**src/design/bgc_pkg.sv**
```systemverilog
package bgc_pkg;

    typedef enum logic [2:0] {
        EV_DOWN     = 3'd0,
        EV_HOLD     = 3'd1,
        EV_LONG     = 3'd2,
        EV_RELEASED = 3'd3,
        EV_SHORT    = 3'd4,
        EV_MULTI    = 3'd5
    } event_kind_t;

    // Register indexes of the configuration port.
    localparam logic [3:0] REG_ACTIVE_LOW    = 4'd0;
    localparam logic [3:0] REG_LONG_PRESS_MS = 4'd1;
    localparam logic [3:0] REG_TAP_WINDOW_MS = 4'd2;
    localparam logic [3:0] REG_TAP_THRESHOLD = 4'd3;

    localparam int CFG_INDEX_W = 4;
    localparam int CFG_DATA_W  = 16;

    localparam logic [15:0] DEF_LONG_MS   = 16'd3000;
    localparam logic [15:0] DEF_WINDOW_MS = 16'd800;
    localparam logic [7:0]  DEF_THRESHOLD = 8'd5;

    // Fixed hold thresholds in milliseconds, ascending.
    localparam int NUM_THRESH = 4;
    localparam logic [NUM_THRESH-1:0][31:0] HOLD_MS =
        {32'd10000, 32'd5000, 32'd3000, 32'd1000};

    // Event slots of one sample, in delivery order.
    localparam int SLOT_DOWN  = 0;
    localparam int SLOT_HOLD0 = 1;
    localparam int SLOT_LONG  = SLOT_HOLD0 + NUM_THRESH;
    localparam int SLOT_REL   = SLOT_LONG + 1;
    localparam int SLOT_SHORT = SLOT_REL + 1;
    localparam int SLOT_MULTI = SLOT_SHORT + 1;
    localparam int NUM_SLOTS  = SLOT_MULTI + 1;
    localparam int SLOT_IDX_W = $clog2(NUM_SLOTS);

    // All events that one sample raises, with the values they carry.
    typedef struct packed {
        logic [NUM_SLOTS-1:0] mask;
        logic [31:0]          held;
        logic [7:0]           taps;
    } bundle_t;

endpackage

```
**src/design/bgc_intf.sv**
```systemverilog
interface bgc_in_if;
    logic        valid;
    logic        ready;
    logic        pin_level;
    logic [31:0] now_ms;

    modport source (output valid, output pin_level, output now_ms, input ready);
    modport sink   (input valid, input pin_level, input now_ms, output ready);
endinterface

interface bgc_out_if;
    logic        valid;
    logic        ready;
    logic [2:0]  event_kind;
    logic [31:0] event_value;
    logic        last_event;

    modport source (output valid, output event_kind, output event_value,
                    output last_event, input ready);
    modport sink   (input valid, input event_kind, input event_value,
                    input last_event, output ready);
endinterface

```
**src/design/bgc_classify.sv**
```systemverilog
module bgc_classify #(
    parameter int HOLD_LEVELS      = 4,
    parameter int DEBOUNCE_TIME_MS = 30
) (
    input  logic                           clk,
    input  logic                           rst_n,
    input  logic                           cfg_we,
    input  logic [bgc_pkg::CFG_INDEX_W-1:0] cfg_index,
    input  logic [bgc_pkg::CFG_DATA_W-1:0]  cfg_data,
    bgc_in_if.sink                         samples,
    input  logic                           free,
    output logic                           load,
    output bgc_pkg::bundle_t               bundle
);

    localparam int LEVELS = (HOLD_LEVELS < bgc_pkg::NUM_THRESH) ?
                            HOLD_LEVELS : bgc_pkg::NUM_THRESH;
    localparam logic [31:0] DEBOUNCE = 32'(DEBOUNCE_TIME_MS);

    // Configuration registers.
    logic        active_low_reg;
    logic [15:0] long_ms_reg;
    logic [15:0] window_ms_reg;
    logic [7:0]  threshold_reg;

    // Input register.
    logic        in_valid_reg, in_valid_next;
    logic        level_reg;
    logic [31:0] now_reg;

    // Gesture state.
    logic              was_pressed_reg, was_pressed_next;
    logic [31:0]       press_start_reg, press_start_next;
    logic              down_done_reg, down_done_next;
    logic              long_done_reg, long_done_next;
    logic [LEVELS-1:0] hold_done_reg, hold_done_next;
    logic [7:0]        tap_count_reg, tap_count_next;
    logic [31:0]       first_tap_reg, first_tap_next;

    logic              accept;
    logic              pressed;
    logic              press_edge;
    logic [31:0]       held;
    logic              down_eff;
    logic              long_eff;
    logic [LEVELS-1:0] hold_eff;
    logic              released;
    logic              short_ev;
    logic              expired;
    logic [7:0]        tap_inc;
    logic              multi_ev;
    logic [bgc_pkg::NUM_SLOTS-1:0] mask;

    assign accept        = samples.valid && samples.ready;
    assign load          = in_valid_reg && free;
    assign samples.ready = !in_valid_reg || free;

    always_ff @(posedge clk or negedge rst_n)
    begin
        if (!rst_n)
        begin
            active_low_reg <= 1'b0;
            long_ms_reg    <= bgc_pkg::DEF_LONG_MS;
            window_ms_reg  <= bgc_pkg::DEF_WINDOW_MS;
            threshold_reg  <= bgc_pkg::DEF_THRESHOLD;
        end
        else if (cfg_we)
        begin
            unique case (cfg_index)
                bgc_pkg::REG_ACTIVE_LOW:
                    active_low_reg <= cfg_data[0];
                bgc_pkg::REG_LONG_PRESS_MS:
                    long_ms_reg <= (cfg_data != 16'd0) ? cfg_data : bgc_pkg::DEF_LONG_MS;
                bgc_pkg::REG_TAP_WINDOW_MS:
                    window_ms_reg <= (cfg_data != 16'd0) ? cfg_data : bgc_pkg::DEF_WINDOW_MS;
                bgc_pkg::REG_TAP_THRESHOLD:
                    threshold_reg <= (cfg_data[7:0] != 8'd0) ? cfg_data[7:0] :
                                     bgc_pkg::DEF_THRESHOLD;
                default:
                begin
                end
            endcase
        end
    end

    always_comb
    begin
        in_valid_next = in_valid_reg;
        if (accept)
            in_valid_next = 1'b1;
        else if (load)
            in_valid_next = 1'b0;
    end

    always_ff @(posedge clk or negedge rst_n)
    begin
        if (!rst_n)
            in_valid_reg <= 1'b0;
        else
            in_valid_reg <= in_valid_next;
    end

    always_ff @(posedge clk)
    begin
        if (accept)
        begin
            level_reg <= samples.pin_level;
            now_reg   <= samples.now_ms;
        end
    end

    // A new press restarts the timer and clears the per-press flags
    // before any comparison is made.
    always_comb
    begin
        pressed    = active_low_reg ? !level_reg : level_reg;
        press_edge = pressed && !was_pressed_reg;
        press_start_next = press_edge ? now_reg : press_start_reg;
        down_eff   = press_edge ? 1'b0 : down_done_reg;
        long_eff   = press_edge ? 1'b0 : long_done_reg;
        hold_eff   = press_edge ? '0 : hold_done_reg;
        held       = now_reg - press_start_next;

        mask           = '0;
        down_done_next = down_eff;
        long_done_next = long_eff;
        hold_done_next = hold_eff;

        if (pressed)
        begin
            if (!down_eff && held >= DEBOUNCE)
            begin
                mask[bgc_pkg::SLOT_DOWN] = 1'b1;
                down_done_next           = 1'b1;
            end
            for (int i = 0; i < LEVELS; i++)
            begin
                if (!hold_eff[i] && held >= bgc_pkg::HOLD_MS[i])
                begin
                    mask[bgc_pkg::SLOT_HOLD0 + i] = 1'b1;
                    hold_done_next[i]             = 1'b1;
                end
            end
            if (!long_eff && held >= {16'd0, long_ms_reg})
            begin
                mask[bgc_pkg::SLOT_LONG] = 1'b1;
                long_done_next           = 1'b1;
            end
        end

        // Releases shorter than the debounce time are glitches and are dropped.
        released = !pressed && was_pressed_reg && held >= DEBOUNCE;
        short_ev = released && !long_done_reg;
        expired  = (tap_count_reg == 8'd0) ||
                   ((now_reg - first_tap_reg) > {16'd0, window_ms_reg});
        tap_inc  = tap_count_reg + 8'd1;
        multi_ev = short_ev && !expired && (tap_inc >= threshold_reg);

        tap_count_next = tap_count_reg;
        first_tap_next = first_tap_reg;
        if (short_ev)
        begin
            if (expired)
            begin
                first_tap_next = now_reg;
                tap_count_next = 8'd1;
            end
            else if (multi_ev)
                tap_count_next = 8'd0;
            else
                tap_count_next = tap_inc;
        end

        mask[bgc_pkg::SLOT_REL]   = released;
        mask[bgc_pkg::SLOT_SHORT] = short_ev;
        mask[bgc_pkg::SLOT_MULTI] = multi_ev;
        was_pressed_next          = pressed;

        bundle.mask = mask;
        bundle.held = held;
        bundle.taps = tap_inc;
    end

    always_ff @(posedge clk or negedge rst_n)
    begin
        if (!rst_n)
        begin
            was_pressed_reg <= 1'b0;
            press_start_reg <= 32'd0;
            down_done_reg   <= 1'b0;
            long_done_reg   <= 1'b0;
            hold_done_reg   <= '0;
            tap_count_reg   <= 8'd0;
            first_tap_reg   <= 32'd0;
        end
        else if (load)
        begin
            was_pressed_reg <= was_pressed_next;
            press_start_reg <= press_start_next;
            down_done_reg   <= down_done_next;
            long_done_reg   <= long_done_next;
            hold_done_reg   <= hold_done_next;
            tap_count_reg   <= tap_count_next;
            first_tap_reg   <= first_tap_next;
        end
    end

`ifndef SYNTHESIS
    a_press_release_exclusive: assert property (@(posedge clk) disable iff (!rst_n)
        load |-> !(mask[bgc_pkg::SLOT_REL] &&
                   (mask[bgc_pkg::SLOT_DOWN] || mask[bgc_pkg::SLOT_LONG])))
        else $error("press and release events raised by one sample");
    a_multi_needs_short: assert property (@(posedge clk) disable iff (!rst_n)
        load && mask[bgc_pkg::SLOT_MULTI] |-> mask[bgc_pkg::SLOT_SHORT])
        else $error("multi tap without short press");
    a_short_needs_release: assert property (@(posedge clk) disable iff (!rst_n)
        load && mask[bgc_pkg::SLOT_SHORT] |-> mask[bgc_pkg::SLOT_REL])
        else $error("short press without release");
    a_long_marks_done: assert property (@(posedge clk) disable iff (!rst_n)
        load && mask[bgc_pkg::SLOT_LONG] |=> long_done_reg)
        else $error("long press reported but not remembered");
`endif

endmodule

```
**src/design/bgc_serialize.sv**
```systemverilog
module bgc_serialize (
    input  logic             clk,
    input  logic             rst_n,
    input  logic             load,
    input  bgc_pkg::bundle_t bundle,
    output logic             free,
    bgc_out_if.source        events
);

    logic [bgc_pkg::NUM_SLOTS-1:0] mask_reg, mask_next;
    logic [31:0]                   held_reg;
    logic [7:0]                    taps_reg;

    logic [bgc_pkg::NUM_SLOTS-1:0]  low_bit;
    logic [bgc_pkg::SLOT_IDX_W-1:0] slot;
    logic                           last;
    logic                           beat;
    logic [1:0]                     hold_idx;

    assign low_bit = mask_reg & (~mask_reg + 1'b1);
    assign last    = (mask_reg & ~low_bit) == '0;
    assign beat    = events.valid && events.ready;
    assign free    = (mask_reg == '0) || (last && events.ready);

    always_comb
    begin
        slot = '0;
        for (int i = 0; i < bgc_pkg::NUM_SLOTS; i++)
        begin
            if (low_bit[i])
                slot = bgc_pkg::SLOT_IDX_W'(i);
        end
    end

    assign hold_idx = 2'(slot - bgc_pkg::SLOT_IDX_W'(bgc_pkg::SLOT_HOLD0));

    always_comb
    begin
        events.valid      = mask_reg != '0;
        events.last_event = last;
        events.event_value = held_reg;
        events.event_kind  = bgc_pkg::EV_DOWN;
        if (slot == bgc_pkg::SLOT_IDX_W'(bgc_pkg::SLOT_MULTI))
        begin
            events.event_kind  = bgc_pkg::EV_MULTI;
            events.event_value = {24'd0, taps_reg};
        end
        else if (slot == bgc_pkg::SLOT_IDX_W'(bgc_pkg::SLOT_SHORT))
            events.event_kind = bgc_pkg::EV_SHORT;
        else if (slot == bgc_pkg::SLOT_IDX_W'(bgc_pkg::SLOT_REL))
            events.event_kind = bgc_pkg::EV_RELEASED;
        else if (slot == bgc_pkg::SLOT_IDX_W'(bgc_pkg::SLOT_LONG))
            events.event_kind = bgc_pkg::EV_LONG;
        else if (slot != bgc_pkg::SLOT_IDX_W'(bgc_pkg::SLOT_DOWN))
        begin
            events.event_kind  = bgc_pkg::EV_HOLD;
            events.event_value = bgc_pkg::HOLD_MS[hold_idx];
        end
    end

    always_comb
    begin
        mask_next = mask_reg;
        if (load)
            mask_next = bundle.mask;
        else if (beat)
            mask_next = mask_reg & ~low_bit;
    end

    always_ff @(posedge clk or negedge rst_n)
    begin
        if (!rst_n)
            mask_reg <= '0;
        else
            mask_reg <= mask_next;
    end

    always_ff @(posedge clk)
    begin
        if (load)
        begin
            held_reg <= bundle.held;
            taps_reg <= bundle.taps;
        end
    end

`ifndef SYNTHESIS
    a_load_only_when_free: assert property (@(posedge clk) disable iff (!rst_n)
        load |-> free)
        else $error("bundle loaded over undelivered events");
    a_beat_drops_one_slot: assert property (@(posedge clk) disable iff (!rst_n)
        beat && !load |=> $countones(mask_reg) == $countones($past(mask_reg)) - 1)
        else $error("delivered beat did not retire exactly one slot");
    a_last_is_single: assert property (@(posedge clk) disable iff (!rst_n)
        events.valid && events.last_event |-> $onehot(mask_reg))
        else $error("last beat flagged with further events pending");
`endif

endmodule

```
**src/design/button_gesture_classifier.sv**
```systemverilog
// Button gesture classifier: poll samples in, gesture events out.
// A sample passes the input register and then the mask register before its first beat.
// Throughput: one sample per cycle when it raises at most one event and events.ready is high;
// a sample with more events holds the input until its last beat, one beat a cycle while ready.
// Reset (rst_n, asynchronous, active low) restores the register defaults and clears the valid flags and gesture state.
module button_gesture_classifier #(
    parameter int HOLD_LEVELS      = 4,
    parameter int DEBOUNCE_TIME_MS = 30
) (
    input  logic                            clk,
    input  logic                            rst_n,
    input  logic                            cfg_we,
    input  logic [bgc_pkg::CFG_INDEX_W-1:0] cfg_index,
    input  logic [bgc_pkg::CFG_DATA_W-1:0]  cfg_data,
    bgc_in_if.sink                          samples,
    bgc_out_if.source                       events
);

    // The classifier holds one sample in its input register and, in a single
    // pass of logic, works out every event that sample raises together with
    // the updated gesture state. The events land as a slot mask in the
    // serialiser, which hands them out one beat per cycle while events.ready is high, in the order
    // down, holds, long press, released, short press, multi tap.
    logic             free;
    logic             load;
    bgc_pkg::bundle_t bundle;

    // The classifier commits a sample only when the serialiser can take its
    // events, that is when it is empty or is delivering its final beat.
    bgc_classify #(
        .HOLD_LEVELS      (HOLD_LEVELS),
        .DEBOUNCE_TIME_MS (DEBOUNCE_TIME_MS)
    ) u_classify (
        .clk       (clk),
        .rst_n     (rst_n),
        .cfg_we    (cfg_we),
        .cfg_index (cfg_index),
        .cfg_data  (cfg_data),
        .samples   (samples),
        .free      (free),
        .load      (load),
        .bundle    (bundle)
    );

    bgc_serialize u_serialize (
        .clk    (clk),
        .rst_n  (rst_n),
        .load   (load),
        .bundle (bundle),
        .free   (free),
        .events (events)
    );

endmodule

```
**src/flat_wrapper.sv**
```systemverilog
// flat-port wrapper written by rule: the top's interface ports become plain ports
module button_gesture_classifier_flat 
#(
    parameter int HOLD_LEVELS      = 4,
    parameter int DEBOUNCE_TIME_MS = 30
)
  (clk, rst_n, cfg_we, cfg_index, cfg_data, samples_valid, samples_pin_level, samples_now_ms, samples_ready, events_valid, events_event_kind, events_event_value, events_last_event, events_ready);
  bgc_in_if samples_i ();
  bgc_out_if events_i ();
  input  logic clk;
  input  logic rst_n;
  input  logic cfg_we;
  input  logic [bgc_pkg::CFG_INDEX_W-1:0] cfg_index;
  input  logic [bgc_pkg::CFG_DATA_W-1:0] cfg_data;
  input wire logic [$bits(samples_i.valid)-1:0] samples_valid;
  input wire logic [$bits(samples_i.pin_level)-1:0] samples_pin_level;
  input wire logic [$bits(samples_i.now_ms)-1:0] samples_now_ms;
  output wire logic [$bits(samples_i.ready)-1:0] samples_ready;
  output wire logic [$bits(events_i.valid)-1:0] events_valid;
  output wire logic [$bits(events_i.event_kind)-1:0] events_event_kind;
  output wire logic [$bits(events_i.event_value)-1:0] events_event_value;
  output wire logic [$bits(events_i.last_event)-1:0] events_last_event;
  input wire logic [$bits(events_i.ready)-1:0] events_ready;
  assign samples_i.valid = samples_valid;
  assign samples_i.pin_level = samples_pin_level;
  assign samples_i.now_ms = samples_now_ms;
  assign samples_ready = samples_i.ready;
  assign events_valid = events_i.valid;
  assign events_event_kind = events_i.event_kind;
  assign events_event_value = events_i.event_value;
  assign events_last_event = events_i.last_event;
  assign events_i.ready = events_ready;
  button_gesture_classifier #(.HOLD_LEVELS(HOLD_LEVELS), .DEBOUNCE_TIME_MS(DEBOUNCE_TIME_MS)) u_core (.clk(clk), .rst_n(rst_n), .cfg_we(cfg_we), .cfg_index(cfg_index), .cfg_data(cfg_data), .samples(samples_i), .events(events_i));
endmodule
```
**config.mk**
```make
export PLATFORM = sky130hd
export DESIGN_NAME = button_gesture_classifier_flat
export DESIGN_NICKNAME = d
export VERILOG_FILES = /design/src/design/bgc_pkg.sv /design/src/design/bgc_intf.sv /design/src/design/bgc_classify.sv /design/src/design/bgc_serialize.sv /design/src/design/button_gesture_classifier.sv /design/src/flat_wrapper.sv
export SDC_FILE = /design/constraint.sdc
export NUM_CORES = 1
export LEC_CHECK = 0
export ABC_AREA = 1
export BUFFER_PORTS_ARGS = -buffer_cell sky130_fd_sc_hd__buf_4
export CAP_MARGIN = 10
export CORE_MARGIN = 2
export CORE_UTILIZATION = 55
export CTS_CLUSTER_DIAMETER = 100
export CTS_CLUSTER_SIZE = 16
export DETAILED_ROUTE_END_ITERATION = 6
export PLACE_DENSITY = 0.7
export SETUP_SLACK_MARGIN = 0.3
export SLEW_MARGIN = 10
export SYNTH_ARGS = -nofsm -noshare
export SYNTH_HDL_FRONTEND = slang
export SYNTH_SLANG_ARGS = --single-unit
```
**constraint.sdc**
```tcl
create_clock -name clk -period 5.45 [get_ports clk]
set_clock_uncertainty 0.1 [all_clocks]
set_input_delay 0.8175 -clock clk [delete_from_list [all_inputs] [get_ports clk]]
set_output_delay 0.8175 -clock clk [all_outputs]
set_load 0.05 [all_outputs]
```
# ---- Word-level counts from Yosys, hierarchy flattened
# Index checks and enable logic that the tools add are counted.
dict set report word_totals {
  regBits 203
  inputBits 58
  output_inout_bits 38
  word_cells 139
}
dict set report classes {
  n_addsub 5
  magnitude_cmp 9
  eq_ne 7
  muxes 50
  bitwise_logic 4
  n_reduce_logical 47
}
# op count
set op_table {}
lappend op_table {{two-way mux 32 bit} 7}
lappend op_table {{binary-select mux 32 bit (select 2 bit)} 1}
lappend op_table {{subtractor 32 bit} 2}
lappend op_table {{>= comparator 32 x 10 -> 1 bit (second input constant)} 1}
lappend op_table {{>= comparator 32 x 12 -> 1 bit (second input constant)} 1}
lappend op_table {{>= comparator 32 x 13 -> 1 bit (second input constant)} 1}
lappend op_table {{>= comparator 32 x 14 -> 1 bit (second input constant)} 1}
lappend op_table {{>= comparator 32 x 16 -> 1 bit} 1}
lappend op_table {{>= comparator 32 x 5 -> 1 bit (second input constant)} 1}
lappend op_table {{> comparator 32 x 16 -> 1 bit} 1}
lappend op_table {{two-way mux 16 bit} 2}
lappend op_table {{two-way mux 4 bit} 8}
lappend op_table {{two-way mux 8 bit} 3}
lappend op_table {{two-way mux 1 bit} 21}
lappend op_table {{bitwise AND 9 bit} 2}
lappend op_table {{zero test 9 bit} 2}
lappend op_table {{two-way mux 9 bit} 2}
lappend op_table {{inverter 9 bit} 2}
lappend op_table {{logical AND 1 bit} 16}
lappend op_table {{nonzero test 16 bit} 1}
lappend op_table {{equality test 4 x 3 -> 1 bit (second input constant)} 3}
lappend op_table {{zero test 1 bit} 12}
lappend op_table {{AND reduction 2 bit} 5}
lappend op_table {{adder 9 x 1 -> 9 bit (second input constant)} 1}
lappend op_table {{18 further kinds} 25}

# ---- Logic depth before layout (Yosys ltp)
dict set report logic_depth {
  word_depth 19
  ltp_mapped 30
  ltp_nobuf 28
}

# ---- Modules after synthesis
# Synthesis repeated with hierarchy kept, for this count alone.
dict set report hier_totals {
  hier_cells 2049
  hier_area_um2 14809.2
}
# module n_inst cells_each area_each_um2 seq_area_each_um2
set by_module_without_submodules {}
lappend by_module_without_submodules {bgc_classify 1 1805 12403.1 4033.9}
lappend by_module_without_submodules {bgc_serialize 1 244 2406.1 1426.4}

# ---- Least setup slack after synthesis
# Ideal clock, no wire load.
dict set report synth_path {
  kind {reg-to-output}
  from {register u_core.u_serialize.mask_reg[1] (netlist name)}
  to {output port events_event_value[8]}
  arrival_time_ps 3324
  t_required_ps 4533
  path_slack_ps 1208
  path_stages_with_launch 19
  path_buffers 1
  cell_sequence {dfrtp_1 -> nor2_1 -> nand2_1 -> nor2_1 -> inv_1 -> nor2_1 -> inv_1 -> nor3_1 -> a2111oi_0 -> inv_1 -> ha_1 -> nand2_1 -> inv_1 -> nor2_1 -> nand2_1 -> clkinv_1 -> clkbuf_1 -> nor2_1 -> nor2_1}
}
dict set report synth_between {
  elab_chain_cells 19
  word_cells_on_any_way 24
  cone_classes {add/sub (2); eq/ne (4); mux (15); bitwise (2); reduce/logical (1)}
}
# item line
set synth_lines {}
lappend synth_lines {{from (decl)} bgc_serialize.sv:10} ;# logic [bgc_pkg::NUM_SLOTS-1:0] mask_reg, mask_next;
lappend synth_lines {{from (signal assigned)} bgc_serialize.sv:75} ;# mask_reg <= mask_next;
lappend synth_lines {{inverter 9 bit} bgc_serialize.sv:20} ;# assign low_bit = mask_reg & (~mask_reg + 1'b1);
lappend synth_lines {{adder 9 x 1 -> 9 bit} bgc_serialize.sv:20}
lappend synth_lines {{bitwise AND 9 bit (*)} bgc_serialize.sv:20}
lappend synth_lines {{two-way mux 1 bit} bgc_serialize.sv:30} ;# if (low_bit[i])
lappend synth_lines {{two-way mux 2 bit} bgc_serialize.sv:30}
lappend synth_lines {{two-way mux 4 bit (5 in a row)} bgc_serialize.sv:30}
lappend synth_lines {{two-way mux 4 bit (*)} bgc_serialize.sv:30}
lappend synth_lines {{subtractor 2 x 1 -> 2 bit} bgc_serialize.sv:35} ;# assign hold_idx = 2'(slot - bgc_pkg::SLOT_IDX_W'(bgc_pkg::SLOT_HOLD0));
lappend synth_lines {{binary-select mux 32 bit (select 2 bit)} bgc_serialize.sv:57} ;# events.event_value = bgc_pkg::HOLD_MS[hold_idx];
lappend synth_lines {{two-way mux 32 bit (not written as such)} bgc_serialize.sv:57}
lappend synth_lines {{two-way mux 32 bit} bgc_serialize.sv:54} ;# else if (slot != bgc_pkg::SLOT_IDX_W'(bgc_pkg::SLOT_DOWN))
lappend synth_lines {{two-way mux 32 bit} bgc_serialize.sv:52} ;# else if (slot == bgc_pkg::SLOT_IDX_W'(bgc_pkg::SLOT_LONG))
lappend synth_lines {{two-way mux 32 bit} bgc_serialize.sv:50} ;# else if (slot == bgc_pkg::SLOT_IDX_W'(bgc_pkg::SLOT_REL))
lappend synth_lines {{two-way mux 32 bit} bgc_serialize.sv:48} ;# else if (slot == bgc_pkg::SLOT_IDX_W'(bgc_pkg::SLOT_SHORT))
lappend synth_lines {{two-way mux 32 bit (*)} bgc_serialize.sv:43} ;# if (slot == bgc_pkg::SLOT_IDX_W'(bgc_pkg::SLOT_MULTI))
lappend synth_lines {{to (decl)} flat_wrapper.sv:21} ;# output wire logic [$bits(events_i.event_value)-1:0] events_event_value;
# Mark *: on every way between the ends. The rest lies on a longest branch, timed or not. The select of a mux whose other input is x is not followed.

# ---- Final worst setup path
dict set report layout_path {
  from {register u_core.u_classify.now_reg[0]}
  to {register u_core.u_serialize.mask_reg[8] (netlist name)}
}
dict set report layout_between {
  elab_chain_cells 8
  word_cells_on_any_way 12
  cone_classes {add/sub (2); order compare (2); mux (2); reduce/logical (6)}
}
# item line
set layout_lines {}
lappend layout_lines {{from (decl)} bgc_classify.sv:29} ;# logic [31:0] now_reg;
lappend layout_lines {{from (signal assigned)} bgc_classify.sv:108} ;# now_reg <= samples.now_ms;
lappend layout_lines {{two-way mux 32 bit} bgc_classify.sv:118} ;# press_start_next = press_edge ? now_reg : press_start_reg;
lappend layout_lines {{subtractor 32 bit} bgc_classify.sv:122} ;# held = now_reg - press_start_next;
lappend layout_lines {{>= comparator 32 x 5 -> 1 bit} bgc_classify.sv:152} ;# released = !pressed && was_pressed_reg && held >= DEBOUNCE;
lappend layout_lines {{logical AND 1 bit} bgc_classify.sv:152}
lappend layout_lines {{logical AND 1 bit} bgc_classify.sv:153} ;# short_ev = released && !long_done_reg;
lappend layout_lines {{logical AND 1 bit (*) (2 in a row)} bgc_classify.sv:157} ;# multi_ev = short_ev && !expired && (tap_inc >= threshold_reg);
lappend layout_lines {{two-way mux 9 bit (*)} bgc_serialize.sv:64} ;# if (load)
# Mark *: on every way between the ends. The rest lies on a longest branch, timed or not.
# A chain may end at the register's enable or synchronous reset.

==> results.md <==
- Net total in the final layout: 2,176
- Number of warnings printed during yosys synthesis: 0
- Top-level I/O count: 96
- Clock transition at the registers of the reported paths: 0.07 ns
- Largest area contributor in the netlist: sky130_fd_sc_hd__dfrtp_1
- Ratio of cells with drive above 1 in the final layout: 13.6%
- Sum of internal, switching and leakage power: 6.99 mW
- Number of instances in the synthesized netlist: 1,922
- Class of the tightest hold or removal check: input port to asynchronous set/reset pin
- Worst R2R Setup Slack: 0.72 ns
- DIE WIDTH: 167 µm
- Part of the cycle the worst path needs: 86.8%
- Endpoint type of the worst setup path: register
- Global-route wire length before repair: 63,300 µm
- Port buffer count: 95
- Failing checks: design-rule violations
- Primary FF master, synth: sky130_fd_sc_hd__dfrtp_1
- Worst path top cell family by delay: simple AND/OR/NAND/NOR gates
- Tightest Pin Transition: 0.990 ns
- Number of antenna violations at the first check in global routing: 0
- Status: finished, violations left
- Row cnt: 59
- Number of cells on the worst reg-to-reg path: 27
- Floorplan die area: 0.0280 mm²
- Top cells by count, synth: sky130_fd_sc_hd__nand2_1, sky130_fd_sc_hd__inv_1, sky130_fd_sc_hd__nor2_1
- Mean routed wirelength per cell: 16.5 µm
- Remaining number of nets flagged by the antenna check after routing: 0
- Placeable core region: 0.0261 mm²
- Endpoints failing hold: 0
- Pins Over Slew Limit: 0
- Data arrival time of the critical path: 5.06 ns
- Synthesis-to-finish area growth: 10.4%
- Worst r2r src: u_core.u_classify.now_reg[0]
- Total wirelength of the detailed-routed design: 38,900 µm
- Worst path most repeated cell: sky130_fd_sc_hd__nand2_1
- Worst slew margin relative to its limit: 33.3%
- Post-synthesis average cell area: 7.63 µm²
- Setup repair after global routing missed its margin: true
- Placer congestion estimate: 0.956
- Starting DRT DRC Count: 913
- Cell at the slowest stage of the critical path: sky130_fd_sc_hd__fa_1
- Worst-skew pair later-pin latency: 0.49 ns
- Peak supply drop: 0.000330 V
- Postcts setup bufs: 0
- Crit path required time: 5.77 ns
- First drt pass iteration count: 7
- Setup-violating endpoint count in the final report: 0
- Max clock buf depth: 3
- Most frequent cell after synthesis: sky130_fd_sc_hd__nand2_1
- Filler cell count in the final layout: 2,386
- Kind of start point of the critical path: register
- Post-Syn Area: 0.0147 mm²
- Yosys top cell area share: 20.1%
- CTS Buf Count: 16
- Net Count, Synth: 2,084
- H-Tree Depth: 1
- CP Class: register to register
- Largest net degree at the start of global routing: 131
- Synthesized flop and latch total: 203
- Maximum operating frequency: 211 MHz
- Antenna fix cells: 0
- Post-DP HPWL: 30,900 µm
- PD cells: 432 mW/mm²
- Buffer and inverter count on the worst path: 3
- Sink Count: 203
- Proportion of synthesized chip area in sequential cells: 37.2%
- GRT overflow: 0
- Worst-path maximum fanout: 9
- Routed via count divided by cell count: 5.40
- Total via count in the routed design: 12,700
- Destination of the worst register-to-register timing path: u_core.u_serialize.mask_reg[8]
- Initial standard-cell utilization of the core: 56.1%
- Share of synthesized flip-flops with an asynchronous set or reset: 64.0%
- Cell at the root of the clock tree: sky130_fd_sc_hd__clkbuf_16
- Total routing resource utilization after global routing: 28.1%
- Post-synthesis cell type count: 58
- Biggest cell delay along the critical path: 0.40 ns
- Die H: 167 µm
- Final routed DRC violation total: 5
- P_leak: 8.11 nW
- Number of maximum-capacitance constraint violations: 0
- TritonCTS clock tree: yes
- Tmin final: 4.73 ns
- Vias in the first global route: 12,200
- Setup TNS: 0 ns
- Most area-consuming cells after synthesis: sky130_fd_sc_hd__dfrtp_1, sky130_fd_sc_hd__edfxtp_1, sky130_fd_sc_hd__nand2_1, sky130_fd_sc_hd__ha_1, sky130_fd_sc_hd__inv_1
- Number of enable flip-flop cells after synthesis: 73
## power breakdown
part	switching, mW	leakage [nW]	internal, mW
Sequential	0.154	2.20	1.90
Clock	0.557	0.231	0.595
Combinational	2.51	5.68	1.27
## final cells by class
cell class | instances | area (µm²) | area share (%)
clock buffers | 27 | 473 | 2.92
multi-input cells | 1362 | 7790 | 48.1
clock inverters | 1 | 5.00 | 0.0309
well taps | 335 | 419 | 2.59
inverters | 323 | 1220 | 7.51
repair buffers | 108 | 823 | 5.09
flip-flops and latches | 203 | 5460 | 33.7
## through the flow
step	instances	util (%)	hold WS (ns)	cell area [µm²]	setup WS [ns]
final	2359	61.9	0.309	16200	0.718
after global routing	2359	61.9	0.387	16200	0.242
after CTS	2359	61.9	0.381	16200	0.502
after detailed placement	2331	60.1	0.365	15700	0.523
after global placement	2331	60.1	0.358	15700	0.691
after floorplan	1922	-	0.342	14700	1.21
## how the worst max path moves through the flow
stage | startpoint | endpoint | slack [ns] | cells after the start
floorplan | u_core.u_serialize.mask_reg[1] | events_event_value[8] | 1.21 | 18
global placement | u_core.u_classify.now_reg[0] | u_core.u_serialize.mask_reg[8] | 0.69 | 25
detailed placement | u_core.u_classify.now_reg[0] | u_core.u_serialize.mask_reg[8] | 0.52 | 25
CTS | u_core.u_classify.now_reg[0] | u_core.u_serialize.mask_reg[8] | 0.50 | 25
global route | u_core.u_serialize.mask_reg[1] | events_event_value[10] | 0.24 | 19
finish | u_core.u_classify.now_reg[0] | u_core.u_serialize.mask_reg[8] | 0.72 | 27
## metal layers
metal / track usage (%) / part of all wire [%] / up-vias
li1: - / - / 6394
met1: 39.8 / 46 / 5991
met2: 46.6 / 46 / 304
met3: 2.88 / 5.2 / 55
met4: 6.73 / 2.3 / 0
met5: 0 / 0 / -
## repair_timing
item                                    CTS  global route
endpoints found under the setup margin    0            36
resized for setup                         0             3
hold buffers                              0             0
## cell families after synthesis
kind of cell / after synthesis / synth area share (%)
compound gates: 296 / 11.2
xor+xnor: 36 / 2.71
fa+ha+maj: 104 / 8.93
buf+inv: 357 / 9.77
flops: 203 / 37.2
mux: 23 / 1.57
simple gates: 903 / 28.5
## placed cells by master (no fill, tap or decap), types with 12 or more instances in the layout
cell and instances:
sky130_fd_sc_hd__dfstp_2 12, sky130_fd_sc_hd__a21oi_1 112, sky130_fd_sc_hd__o21ai_0 119, sky130_fd_sc_hd__xor2_1 22
sky130_fd_sc_hd__clkbuf_16 17, sky130_fd_sc_hd__edfxtp_1 73, sky130_fd_sc_hd__nand4_1 28, sky130_fd_sc_hd__nand3_2 15
sky130_fd_sc_hd__inv_1 314, sky130_fd_sc_hd__nand2_1 470, sky130_fd_sc_hd__nor2_1 175, sky130_fd_sc_hd__ha_1 103
sky130_fd_sc_hd__nor3_1 20, sky130_fd_sc_hd__mux2i_1 23, sky130_fd_sc_hd__nand3_1 77, sky130_fd_sc_hd__nor2_2 12
sky130_fd_sc_hd__buf_4 107, sky130_fd_sc_hd__nand2_2 55, sky130_fd_sc_hd__dfrtp_1 118
Note: power is estimated with default switching activity, not from simulation.
